`config.mk`:
```
export PLATFORM = sky130hd
export DESIGN_NAME = interval_jitter_statistics
export DESIGN_NICKNAME = d
export VERILOG_FILES = /design/src/rtl/ijs_pkg.sv /design/src/rtl/ijs_front.sv /design/src/rtl/ijs_fifo.sv /design/src/rtl/ijs_div.sv /design/src/rtl/ijs_back.sv /design/src/rtl/interval_jitter_statistics.sv
export SDC_FILE = /design/constraint.sdc
export NUM_CORES = 2
export LEC_CHECK = 0
export ABC_AREA = 1
export BUFFER_PORTS_ARGS = -buffer_cell sky130_fd_sc_hd__buf_2
export CAP_MARGIN = 40
export CORE_ASPECT_RATIO = 0.75
export CORE_MARGIN = 5
export CORE_UTILIZATION = 38
export CTS_CLUSTER_DIAMETER = 60
export CTS_CLUSTER_SIZE = 10
export DETAILED_ROUTE_END_ITERATION = 6
export PLACE_DENSITY = 0.62
export SLEW_MARGIN = 20
export SYNTH_ARGS = -nofsm -noshare
export SYNTH_HDL_FRONTEND = slang
export SYNTH_SLANG_ARGS = --single-unit
```
`constraint.sdc`:
```
create_clock -name i_clk -period 17.6 [get_ports i_clk]
set_clock_uncertainty 0.2 [all_clocks]
set_input_delay 1.76 -clock i_clk [delete_from_list [all_inputs] [get_ports i_clk]]
set_output_delay 1.76 -clock i_clk [all_outputs]
set_load 0.01 [all_outputs]
```
`src/rtl/ijs_pkg.sv`:
```
// ----------------------------------------------------------------------------
// ijs_pkg
// shared constants, types and helpers for the interval jitter statistics block
// ----------------------------------------------------------------------------
package ijs_pkg;

    localparam int DEF_INTERVAL_BITS = 32;
    localparam int DEF_COUNT_BITS    = 32;
    localparam int TS_BITS           = 63;
    localparam int SUM_BITS          = 64;
    localparam int FIELD_BITS        = 32;
    localparam int QUEUE_DEPTH       = 2;

    typedef enum logic [2:0] {
        BK_IDLE,
        BK_SQUARE,
        BK_UPDATE,
        BK_DIV_I_GO,
        BK_DIV_I_WAIT,
        BK_DIV_J_GO,
        BK_DIV_J_WAIT,
        BK_OUT
    } t_back_state;

    typedef struct packed {
        logic                  measured;
        logic [FIELD_BITS-1:0] interval_us;
        logic [FIELD_BITS-1:0] sample_count;
        logic [FIELD_BITS-1:0] interval_min;
        logic [FIELD_BITS-1:0] interval_max;
        logic [FIELD_BITS-1:0] interval_mean;
        logic [SUM_BITS-1:0]   interval_square_sum;
        logic [FIELD_BITS-1:0] jitter_us;
        logic [FIELD_BITS-1:0] jitter_mean;
        logic [FIELD_BITS-1:0] jitter_lo;
        logic [FIELD_BITS-1:0] jitter_hi;
    } t_result;

    // clamp a wide value to the 32-bit field range
    function automatic logic [FIELD_BITS-1:0] sat32(input logic [SUM_BITS-1:0] v);
        return (v[SUM_BITS-1:FIELD_BITS] != '0) ? '1 : v[FIELD_BITS-1:0];
    endfunction

    function automatic logic [SUM_BITS-1:0] sat_add64(input logic [SUM_BITS-1:0] a,
                                                      input logic [SUM_BITS-1:0] b);
        logic [SUM_BITS:0] s;
        s = {1'b0, a} + {1'b0, b};
        return s[SUM_BITS] ? '1 : s[SUM_BITS-1:0];
    endfunction

endpackage

```
`src/rtl/ijs_front.sv`:
```
// ----------------------------------------------------------------------------
// ijs_front
// accepts words, keeps the baseline and classifies each word for the back end
// ----------------------------------------------------------------------------
module ijs_front import ijs_pkg::*; #(
    parameter int INTERVAL_BITS = DEF_INTERVAL_BITS
) (
    input  logic                     i_clk,
    input  logic                     i_rst_n,
    input  logic                     i_enable,
    input  logic                     i_valid,
    input  logic                     i_action,
    input  logic [TS_BITS-1:0]       i_timestamp_us,
    input  logic                     i_full,
    output logic                     o_stall,
    output logic                     o_push,
    output logic                     o_measure,
    output logic [INTERVAL_BITS-1:0] o_interval
);

    logic [TS_BITS-1:0] r_base_time, n_base_time;
    logic               r_base_valid, n_base_valid;
    logic [TS_BITS-1:0] diff;
    logic               accept;

    assign o_stall = i_full;
    assign accept  = i_valid && !i_full;
    assign o_push  = accept;

    // difference wraps modulo 2^63, then clamps
    assign diff       = i_timestamp_us - r_base_time;
    assign o_interval = (diff[TS_BITS-1:INTERVAL_BITS] != '0) ? '1
                                                              : diff[INTERVAL_BITS-1:0];
    assign o_measure  = i_enable && i_action && r_base_valid;

    always_comb begin
        n_base_time  = r_base_time;
        n_base_valid = r_base_valid;
        if (accept && i_enable) begin
            n_base_time  = i_timestamp_us;
            n_base_valid = 1'b1;
        end
    end

    always_ff @(posedge i_clk) begin
        if (!i_rst_n) begin
            r_base_time  <= '0;
            r_base_valid <= 1'b0;
        end else begin
            r_base_time  <= n_base_time;
            r_base_valid <= n_base_valid;
        end
    end

endmodule

```
`src/rtl/ijs_fifo.sv`:
```
// ----------------------------------------------------------------------------
// ijs_fifo
// small register queue between the front and back ends
// ----------------------------------------------------------------------------
module ijs_fifo import ijs_pkg::*; #(
    parameter int WIDTH = DEF_INTERVAL_BITS + 1,
    parameter int DEPTH = QUEUE_DEPTH
) (
    input  logic             i_clk,
    input  logic             i_rst_n,
    input  logic             i_push,
    input  logic [WIDTH-1:0] i_data,
    input  logic             i_pop,
    output logic [WIDTH-1:0] o_data,
    output logic             o_empty,
    output logic             o_full
);

    localparam int PW = (DEPTH > 1) ? $clog2(DEPTH) : 1;
    localparam int CW = $clog2(DEPTH + 1);

    logic [WIDTH-1:0] r_mem [DEPTH];
    logic [PW-1:0]    r_wr, n_wr, r_rd, n_rd;
    logic [CW-1:0]    r_cnt, n_cnt;
    logic             do_push, do_pop;

    assign o_empty = (r_cnt == '0);
    assign o_full  = (r_cnt == CW'(DEPTH));
    assign o_data  = r_mem[r_rd];
    assign do_push = i_push && !o_full;
    assign do_pop  = i_pop && !o_empty;

    always_comb begin
        n_wr  = r_wr;
        n_rd  = r_rd;
        n_cnt = r_cnt;
        if (do_push) begin
            n_wr = (r_wr == PW'(DEPTH - 1)) ? '0 : r_wr + PW'(1);
        end
        if (do_pop) begin
            n_rd = (r_rd == PW'(DEPTH - 1)) ? '0 : r_rd + PW'(1);
        end
        if (do_push && !do_pop) begin
            n_cnt = r_cnt + CW'(1);
        end else if (do_pop && !do_push) begin
            n_cnt = r_cnt - CW'(1);
        end
    end

    always_ff @(posedge i_clk) begin
        if (!i_rst_n) begin
            r_wr  <= '0;
            r_rd  <= '0;
            r_cnt <= '0;
        end else begin
            r_wr  <= n_wr;
            r_rd  <= n_rd;
            r_cnt <= n_cnt;
        end
    end

    always_ff @(posedge i_clk) begin
        if (do_push) begin
            r_mem[r_wr] <= i_data;
        end
    end

endmodule

```
`src/rtl/ijs_div.sv`:
```
// ----------------------------------------------------------------------------
// ijs_div
// iterative restoring divider, 64-bit dividend, two quotient bits per cycle
// ----------------------------------------------------------------------------
module ijs_div import ijs_pkg::*; #(
    parameter int DIVISOR_BITS = DEF_COUNT_BITS
) (
    input  logic                    i_clk,
    input  logic                    i_rst_n,
    input  logic                    i_start,
    input  logic [SUM_BITS-1:0]     i_dividend,
    input  logic [DIVISOR_BITS-1:0] i_divisor,
    output logic                    o_done,
    output logic [SUM_BITS-1:0]     o_quotient
);

    localparam int DW    = DIVISOR_BITS;
    localparam int STEPS = SUM_BITS / 2;
    localparam int SW    = $clog2(STEPS);

    logic [SUM_BITS-1:0] r_work, n_work;
    logic [DW-1:0]       r_rem, n_rem;
    logic [DW-1:0]       r_dvs;
    logic [SW-1:0]       r_step, n_step;
    logic                r_busy, n_busy;
    logic                r_done, n_done;
    logic [DW:0]         sh0, sh1;
    logic [DW-1:0]       rem0, rem1;
    logic                q0, q1;

    assign o_done     = r_done;
    assign o_quotient = r_work;

    always_comb begin
        sh0  = {r_rem, r_work[SUM_BITS-1]};
        q0   = (sh0 >= {1'b0, r_dvs});
        rem0 = q0 ? DW'(sh0 - {1'b0, r_dvs}) : sh0[DW-1:0];
        sh1  = {rem0, r_work[SUM_BITS-2]};
        q1   = (sh1 >= {1'b0, r_dvs});
        rem1 = q1 ? DW'(sh1 - {1'b0, r_dvs}) : sh1[DW-1:0];

        n_work = r_work;
        n_rem  = r_rem;
        n_step = r_step;
        n_busy = r_busy;
        n_done = 1'b0;
        if (i_start && !r_busy) begin
            n_work = i_dividend;
            n_rem  = '0;
            n_step = SW'(STEPS - 1);
            n_busy = 1'b1;
        end else if (r_busy) begin
            n_work = {r_work[SUM_BITS-3:0], q0, q1};
            n_rem  = rem1;
            n_step = r_step - SW'(1);
            if (r_step == '0) begin
                n_busy = 1'b0;
                n_done = 1'b1;
            end
        end
    end

    always_ff @(posedge i_clk) begin
        if (!i_rst_n) begin
            r_busy <= 1'b0;
            r_done <= 1'b0;
            r_step <= '0;
        end else begin
            r_busy <= n_busy;
            r_done <= n_done;
            r_step <= n_step;
        end
    end

    always_ff @(posedge i_clk) begin
        r_work <= n_work;
        r_rem  <= n_rem;
        if (i_start && !r_busy) begin
            r_dvs <= i_divisor;
        end
    end

endmodule

```
`src/rtl/ijs_back.sv`:
```
// ----------------------------------------------------------------------------
// ijs_back
// updates the running statistics and forms the result word
// ----------------------------------------------------------------------------
module ijs_back import ijs_pkg::*; #(
    parameter int INTERVAL_BITS = DEF_INTERVAL_BITS,
    parameter int COUNT_BITS    = DEF_COUNT_BITS
) (
    input  logic                     i_clk,
    input  logic                     i_rst_n,
    input  logic                     i_empty,
    input  logic                     i_measure,
    input  logic [INTERVAL_BITS-1:0] i_interval,
    output logic                     o_pop,
    input  logic                     i_stall,
    output logic                     o_valid,
    output t_result                  o_result
);

    localparam int IW = INTERVAL_BITS;
    localparam int CB = COUNT_BITS;

    t_back_state r_state, n_state;

    logic                r_meas;
    logic [IW-1:0]       r_iv;
    logic [SUM_BITS-1:0] r_sq;
    logic [SUM_BITS-1:0] iv_ext;

    logic [CB-1:0]       r_count;
    logic [SUM_BITS-1:0] r_isum, r_ssum, r_jtot;
    logic [IW-1:0]       r_imin, r_imax, r_prev;
    logic [IW-1:0]       r_jmin, r_jmax, r_jlast;
    logic [IW-1:0]       jit;

    logic [SUM_BITS-1:0] r_qi, r_qj;
    logic                r_out_valid;
    t_result             r_res, res;

    logic                div_start, div_done;
    logic [SUM_BITS-1:0] div_dividend, div_quotient;
    logic [CB-1:0]       div_divisor;
    logic                load;

    ijs_div #(
        .DIVISOR_BITS (CB)
    ) u_div (
        .i_clk      (i_clk),
        .i_rst_n    (i_rst_n),
        .i_start    (div_start),
        .i_dividend (div_dividend),
        .i_divisor  (div_divisor),
        .o_done     (div_done),
        .o_quotient (div_quotient)
    );

    assign iv_ext = SUM_BITS'(r_iv);
    assign jit    = (r_iv > r_prev) ? r_iv - r_prev : r_prev - r_iv;

    // next state
    always_comb begin
        n_state = r_state;
        case (r_state)
            BK_IDLE:       if (!i_empty) n_state = BK_SQUARE;
            BK_SQUARE:     n_state = BK_UPDATE;
            BK_UPDATE:     n_state = BK_DIV_I_GO;
            BK_DIV_I_GO:   n_state = BK_DIV_I_WAIT;
            BK_DIV_I_WAIT: if (div_done) n_state = BK_DIV_J_GO;
            BK_DIV_J_GO:   n_state = BK_DIV_J_WAIT;
            BK_DIV_J_WAIT: if (div_done) n_state = BK_OUT;
            BK_OUT:        if (!r_out_valid || !i_stall) n_state = BK_IDLE;
            default:       n_state = BK_IDLE;
        endcase
    end

    // state outputs
    always_comb begin
        o_pop        = 1'b0;
        div_start    = 1'b0;
        div_dividend = r_isum;
        div_divisor  = r_count;
        load         = 1'b0;
        case (r_state)
            BK_IDLE:     o_pop = !i_empty;
            BK_DIV_I_GO: div_start = 1'b1;
            BK_DIV_J_GO: begin
                div_start    = 1'b1;
                div_dividend = r_jtot;
                div_divisor  = r_count - CB'(1);
            end
            BK_OUT:      load = !r_out_valid || !i_stall;
            default:     ;
        endcase
    end

    always_comb begin
        res.measured            = r_meas;
        res.interval_us         = sat32(SUM_BITS'(r_prev));
        res.sample_count        = sat32(SUM_BITS'(r_count));
        res.interval_min        = sat32(SUM_BITS'(r_imin));
        res.interval_max        = sat32(SUM_BITS'(r_imax));
        res.interval_mean       = (r_count != '0) ? sat32(r_qi) : '0;
        res.interval_square_sum = r_ssum;
        res.jitter_us           = sat32(SUM_BITS'(r_jlast));
        res.jitter_mean         = (r_count > CB'(1)) ? sat32(r_qj) : '0;
        res.jitter_lo           = sat32(SUM_BITS'(r_jmin));
        res.jitter_hi           = sat32(SUM_BITS'(r_jmax));
    end

    always_ff @(posedge i_clk) begin
        if (!i_rst_n) begin
            r_state     <= BK_IDLE;
            r_out_valid <= 1'b0;
            r_count     <= '0;
            r_isum      <= '0;
            r_ssum      <= '0;
            r_jtot      <= '0;
            r_imin      <= '0;
            r_imax      <= '0;
            r_prev      <= '0;
            r_jmin      <= '0;
            r_jmax      <= '0;
            r_jlast     <= '0;
        end else begin
            r_state <= n_state;
            if (load) begin
                r_out_valid <= 1'b1;
            end else if (!i_stall) begin
                r_out_valid <= 1'b0;
            end
            if (r_state == BK_UPDATE && r_meas) begin
                if (r_count != '1) begin
                    r_count <= r_count + CB'(1);
                end
                r_isum <= sat_add64(r_isum, iv_ext);
                r_ssum <= sat_add64(r_ssum, r_sq);
                if (r_count == '0) begin
                    r_imin <= r_iv;
                    r_imax <= r_iv;
                end else begin
                    if (r_iv > r_imax) r_imax <= r_iv;
                    if (r_iv < r_imin) r_imin <= r_iv;
                    r_jlast <= jit;
                    if (r_count == CB'(1)) begin
                        r_jtot <= SUM_BITS'(jit);
                        r_jmin <= jit;
                        r_jmax <= jit;
                    end else begin
                        r_jtot <= sat_add64(r_jtot, SUM_BITS'(jit));
                        if (jit > r_jmax) r_jmax <= jit;
                        if (jit < r_jmin) r_jmin <= jit;
                    end
                end
                r_prev <= r_iv;
            end
        end
    end

    always_ff @(posedge i_clk) begin
        if (o_pop) begin
            r_meas <= i_measure;
            r_iv   <= i_interval;
        end
        // squares beyond 32-bit intervals clamp
        if (r_state == BK_SQUARE) begin
            r_sq <= (iv_ext[SUM_BITS-1:FIELD_BITS] != '0) ? '1
                    : iv_ext[FIELD_BITS-1:0] * iv_ext[FIELD_BITS-1:0];
        end
        if (r_state == BK_DIV_I_WAIT && div_done) begin
            r_qi <= div_quotient;
        end
        if (r_state == BK_DIV_J_WAIT && div_done) begin
            r_qj <= div_quotient;
        end
        if (load) begin
            r_res <= res;
        end
    end

    assign o_valid  = r_out_valid;
    assign o_result = r_res;

endmodule

```
`src/rtl/interval_jitter_statistics.sv`:
```
// ----------------------------------------------------------------------------
// interval_jitter_statistics
// running interval and jitter statistics over microsecond timestamps
// ----------------------------------------------------------------------------
// each accepted word gives exactly one result word. a restart word (action 0),
// or a measure word with no baseline yet, only loads the baseline; a measure
// word takes the interval since the baseline and clamps it, its timestamp
// becomes the new baseline, and the back end updates count, sums, extremes
// and jitter. the shared divider in the back end yields two quotient bits
// per cycle and runs twice per word (interval mean, then jitter mean), after
// square and update and before output load. the front end keeps the
// baseline and, while the queue has room, classifies words at full clock
// rate into a two-word queue, so up to two further words are taken while
// the back end works, and a finished result waits in the output register
// without holding up the queue. enable resets high; with it low words still
// return a result (measured low) but change nothing. the configuration port
// is always ready and should only be written while the block is idle
// ----------------------------------------------------------------------------
module interval_jitter_statistics import ijs_pkg::*; #(
    parameter int INTERVAL_BITS = DEF_INTERVAL_BITS,
    parameter int COUNT_BITS    = DEF_COUNT_BITS
) (
    input  logic                  i_clk,
    input  logic                  i_rst_n,
    // configuration write channel
    input  logic                  i_cfg_valid,
    output logic                  o_cfg_ready,
    input  logic                  i_cfg_data,
    // input word channel
    input  logic                  i_valid,
    output logic                  o_stall,
    input  logic                  i_action,
    input  logic [TS_BITS-1:0]    i_timestamp_us,
    // result word channel
    output logic                  o_valid,
    input  logic                  i_stall,
    output logic                  o_measured,
    output logic [FIELD_BITS-1:0] o_interval_us,
    output logic [FIELD_BITS-1:0] o_sample_count,
    output logic [FIELD_BITS-1:0] o_interval_min,
    output logic [FIELD_BITS-1:0] o_interval_max,
    output logic [FIELD_BITS-1:0] o_interval_mean,
    output logic [SUM_BITS-1:0]   o_interval_square_sum,
    output logic [FIELD_BITS-1:0] o_jitter_us,
    output logic [FIELD_BITS-1:0] o_jitter_mean,
    output logic [FIELD_BITS-1:0] o_jitter_lo,
    output logic [FIELD_BITS-1:0] o_jitter_hi
);

    localparam int QW = INTERVAL_BITS + 1;

    // enable register, written through the configuration channel
    logic r_enable;

    // front end to queue
    logic                     push, full, measure;
    logic [INTERVAL_BITS-1:0] interval;

    // queue to back end
    logic          pop, empty;
    logic [QW-1:0] q_word;

    t_result result;

    assign o_cfg_ready = 1'b1;

    always_ff @(posedge i_clk) begin
        if (!i_rst_n) begin
            r_enable <= 1'b1;
        end else if (i_cfg_valid && o_cfg_ready) begin
            r_enable <= i_cfg_data;
        end
    end

    // front end: baseline tracking and word classification
    ijs_front #(
        .INTERVAL_BITS (INTERVAL_BITS)
    ) u_front (
        .i_clk          (i_clk),
        .i_rst_n        (i_rst_n),
        .i_enable       (r_enable),
        .i_valid        (i_valid),
        .i_action       (i_action),
        .i_timestamp_us (i_timestamp_us),
        .i_full         (full),
        .o_stall        (o_stall),
        .o_push         (push),
        .o_measure      (measure),
        .o_interval     (interval)
    );

    // queue word: measure flag above the clamped interval
    ijs_fifo #(
        .WIDTH (QW),
        .DEPTH (QUEUE_DEPTH)
    ) u_fifo (
        .i_clk   (i_clk),
        .i_rst_n (i_rst_n),
        .i_push  (push),
        .i_data  ({measure, interval}),
        .i_pop   (pop),
        .o_data  (q_word),
        .o_empty (empty),
        .o_full  (full)
    );

    // back end: statistics update, means and output register
    ijs_back #(
        .INTERVAL_BITS (INTERVAL_BITS),
        .COUNT_BITS    (COUNT_BITS)
    ) u_back (
        .i_clk      (i_clk),
        .i_rst_n    (i_rst_n),
        .i_empty    (empty),
        .i_measure  (q_word[QW-1]),
        .i_interval (q_word[INTERVAL_BITS-1:0]),
        .o_pop      (pop),
        .i_stall    (i_stall),
        .o_valid    (o_valid),
        .o_result   (result)
    );

    assign o_measured            = result.measured;
    assign o_interval_us         = result.interval_us;
    assign o_sample_count        = result.sample_count;
    assign o_interval_min        = result.interval_min;
    assign o_interval_max        = result.interval_max;
    assign o_interval_mean       = result.interval_mean;
    assign o_interval_square_sum = result.interval_square_sum;
    assign o_jitter_us           = result.jitter_us;
    assign o_jitter_mean         = result.jitter_mean;
    assign o_jitter_lo           = result.jitter_lo;
    assign o_jitter_hi           = result.jitter_hi;

endmodule

```
==> flow_results.xml <==
<?xml version="1.0" encoding="UTF-8"?>
<metrics>
  <group name="outcome">
    <metric name="status" unit="">complete, no violations</metric>
  </group>
  <group name="global_route">
    <metric name="grt_start_max_net_pins" unit="">92</metric>
    <metric name="grt_overflow" unit="">0</metric>
    <metric name="global_route_usage_sum" unit="%">24.4</metric>
    <metric name="global_route_wire_length_before_repair" unit="um">522000</metric>
    <metric name="antenna_found_initial" unit="">32</metric>
    <metric name="grt_pass1_vias" unit="">81576</metric>
  </group>
  <group name="job">
    <metric name="max_cap_violations" unit="">0</metric>
  </group>
  <group name="routing">
    <metric name="post-route-drc-count" unit="">0</metric>
    <metric name="drt-total-wl" unit="um">352000</metric>
    <metric name="initialDrtViolationCount" unit="">8465</metric>
    <metric name="drt_pass1_iterations" unit="">6</metric>
    <metric name="routed-via-count" unit="">86072</metric>
    <metric name="postRouteAntennaNets" unit="">0</metric>
    <metric name="routed_via_density" unit="">5.11</metric>
    <metric name="wire_per_inst" unit="um">20.9</metric>
  </group>
  <group name="sta">
    <metric name="rsz0062_at_grt" unit="">no</metric>
    <metric name="setup_tns" unit="ns">0</metric>
    <metric name="layout_worst_path_cycle_share" unit="%">47.5</metric>
    <metric name="minimum_clock_period" unit="ns">8.36</metric>
    <metric name="slew_violations" unit="">0</metric>
    <metric name="actual_slew_at_the_worst_max_slew_pin" unit="ns">0.857</metric>
    <metric name="setup_viol" unit="">0</metric>
    <metric name="slew-limit-headroom" unit="%">42.9</metric>
    <metric name="finalHoldViolCount" unit="">0</metric>
    <metric name="timing.fmax" unit="GHz">0.120</metric>
  </group>
  <group name="die">
    <metric name="die_height" unit="um">461</metric>
    <metric name="die-area" unit="mm2">0.281</metric>
    <metric name="floorplan.core_area" unit="mm2">0.269</metric>
    <metric name="starting_density_of_the_core" unit="%">38.2</metric>
    <metric name="dieWidth" unit="um">611</metric>
    <metric name="placementRows" unit="">165</metric>
    <metric name="ioPinCount" unit="">426</metric>
  </group>
  <group name="synthesis">
    <metric name="netlist_instances" unit="">12771</metric>
    <metric name="ys_ff_latch" unit="">1267</metric>
    <metric name="synthFlopType" unit="">edfxtp_1</metric>
    <metric name="syn_area_per_cell" unit="um2">8.05</metric>
    <metric name="post_synthesis_cell_type_count" unit="">69</metric>
    <metric name="synth_edf_count" unit="">739</metric>
    <metric name="synth.top_cells.by_area" unit="">edfxtp_1 22%, fa_1 16%, dfxtp_1 10%, nand2_1 9.7%, inv_1 9.4%</metric>
    <metric name="netlist_area_before_placement" unit="mm2">0.103</metric>
    <metric name="yosys_warnings" unit="">0</metric>
    <metric name="ys_async_rst_share" unit="%">0</metric>
    <metric name="synth.largest_area_cell" unit="">edfxtp_1</metric>
    <metric name="yosysTopAreaCellShare" unit="%">21.6</metric>
    <metric name="synth_sequential_area_ratio" unit="%">31.8</metric>
  </group>
  <group name="placed_design">
    <metric name="detailedPlacementHpwl" unit="um">278000</metric>
    <metric name="placement.io_buffers" unit="">424</metric>
    <metric name="place_congestion" unit="">0.987</metric>
  </group>
  <group name="cts">
    <metric name="ctsLongestPathBuffers" unit="">4</metric>
    <metric name="cts_made_buffers" unit="">170</metric>
    <metric name="clock_sinks" unit="">1267</metric>
    <metric name="cts_hold_buf" unit="">0</metric>
    <metric name="library_cell_used_as_clock_root_buffer" unit="">clkbuf_16</metric>
    <metric name="clk_pin_slew_worst_paths" unit="ns">0.06</metric>
    <metric name="ctsResizeCount" unit="">0</metric>
    <metric name="clk-insertion-delay-late" unit="ns">0.90</metric>
    <metric name="htree_num_levels" unit="">4</metric>
    <metric name="cts_setup_buffers" unit="">0</metric>
    <metric name="clock_tree_from_tritoncts" unit="">built</metric>
  </group>
  <group name="min_path">
    <metric name="timing.hold.worst.class" unit="">reg2reg</metric>
    <metric name="min_from" unit="">u_back.r_imax[13]</metric>
  </group>
  <group name="worst_setup_path">
    <metric name="rr_worst_depth" unit="">30</metric>
    <metric name="crit_slowest_cell" unit="">edfxtp_1</metric>
    <metric name="crit_start" unit="">u_back.r_iv[10]</metric>
    <metric name="required" unit="ns">17.93</metric>
    <metric name="cp_data_arrival_time" unit="ns">8.70</metric>
    <metric name="setup.worst_path.class" unit="">reg2reg</metric>
    <metric name="slowest_delay" unit="ns">0.69</metric>
    <metric name="critical_path.endpoint_type" unit="">flip-flop</metric>
    <metric name="rr_startpoint" unit="">u_back.r_iv[10]</metric>
    <metric name="cp-endpoint" unit="">u_back.r_sq[63]</metric>
    <metric name="crit-reg2reg-capture" unit="">u_back.r_sq[63]</metric>
    <metric name="worstSetupStartpointType" unit="">flip-flop</metric>
    <metric name="cp_max_fo" unit="">27</metric>
    <metric name="most_numerous_cell_on_the_critical_path" unit="">fa_1</metric>
    <metric name="timing.reg2reg.setup_slack" unit="ns">9.24</metric>
  </group>
  <group name="finish">
    <metric name="num-fill-cells" unit="">27106</metric>
    <metric name="post_route_cells_drive_above_1_share" unit="%">7.05</metric>
    <metric name="area_growth" unit="%">11.1</metric>
    <metric name="post_layout_net_count" unit="">14704</metric>
  </group>
</metrics>
-- metal layers --
layer | vias up | track usage, % | share of wire [%]
li1 | 41321 | - | -
met1 | 40926 | 35.8 | 46
met4 | 22 | 8.21 | 3.8
met2 | 3310 | 34.6 | 40
met5 | - | 0 | 0.045
met3 | 493 | 6.35 | 9.9
-- Yosys cell counts (37+ instances only) --
library cell	n
nor2_1	1101
buf_2	64
inv_1	2575
nand3_1	337
a31oi_1	166
o211ai_1	51
xor2_1	240
o21ai_0	553
nor4_1	55
clkbuf_1	257
a211oi_1	41
inv_2	37
dfxtp_1	528
edfxtp_1	739
ha_1	745
fa_1	799
a21o_1	52
o21bai_1	73
buf_1	37
xnor2_1	125
nand2_1	2645
nor3_1	114
a21oi_1	953
nand4_1	122
-- placed cells by master, fill, tap and decap left out, types with 240 or more instances in the layout --
cell	Yosys	layout
nand2_1	2645	2640
inv_1	2575	2574
nor2_1	1101	1095
a21oi_1	953	952
fa_1	799	799
ha_1	745	745
edfxtp_1	739	739
o21ai_0	553	553
dfxtp_1	528	528
buf_2	64	424
nand3_1	337	337
xor2_1	240	240
-- registers in the layout, indices dropped and copies added (netlist names), 2 cells and up --
name / count
u_back.o_result: 353
u_back.r_sq: 63
u_back.r_iv: 32
u_back.r_state: 3
u_back.r_qj: 64
u_back.r_imax: 32
u_back.r_jtot: 64
u_back.r_jmin: 32
u_back.r_imin: 32
u_back.r_isum: 64
u_back.r_jlast: 32
u_front.r_base_time: 63
u_back.u_div.r_step: 5
u_back.r_qi: 64
u_back.r_ssum: 64
u_back.u_div.r_dvs: 32
u_back.u_div.r_rem: 32
u_back.r_prev: 32
u_back.u_div.o_quotient: 64
u_back.r_jmax: 32
u_fifo.r_mem: 66
u_fifo.r_cnt: 2
u_back.r_count: 32
-- per-stage QoR --
stage / setup WS [ns] / hold WS, ns / instance area, um2 / utilization [%] / cells
final: 9.24 / 0.137 / 114000 / 42.4 / 16832
after global routing: 8.79 / 0.151 / 114000 / 42.4 / 16830
after CTS: 9.29 / 0.133 / 114000 / 42.3 / 16802
after detailed placement: 9.34 / 0.212 / 109000 / 40.4 / 16499
after global placement: 9.17 / 0.209 / 109000 / 40.3 / 16484
after floorplan: 5.50 / 0.203 / 103000 / - / 12772
-- logic make-up after synthesis --
group | after synthesis | synth area share, %
buf+inv | 2998 | 11.2
fa+ha+maj | 1544 | 24.6
other cells | 2 | 0.00730
compound gates | 2082 | 11.4
flops | 1267 | 31.8
simple gates | 4513 | 17.9
xor+xnor | 365 | 3.11
-- final cells by class --
type	instances	area (um2)	area share [%]
Multi-Input combinational cell	8507	58700	51.4
Antenna cell	21	52.6	0.0460
Sequential cell	1267	32800	28.7
Clock inverter	41	413	0.361
Inverter	2614	9830	8.60
Tap cell	3590	4490	3.93
Timing Repair Buffer	530	3320	2.91
Clock buffer	262	4730	4.14
-- worst max-delay path, delay by kind of cell (launching register included) --
family,cells,cell delay (ns)
simple gates,10,1.20
fa+ha+maj,9,4.29
flops,1,0.69
xor+xnor,1,0.15
buf+inv,7,0.86
compound gates,3,0.70
-- worst min path at each step --
stage	endpoint	slack, ns	depth (start not counted)
3_3_place_gp	u_back.o_result[124]	0.21	0
3_5_place_dp	u_back.o_result[99]	0.21	0
6_report	u_back.o_result[237]	0.14	0
5_1_grt	u_back.o_result[237]	0.15	0
2_1_floorplan	u_back.o_result[296]	0.20	0
4_1_cts	u_back.o_result[237]	0.13	0
Power is not shown: default switching activity piles up to over one toggle a cycle in this logic, so the estimate is an artifact.
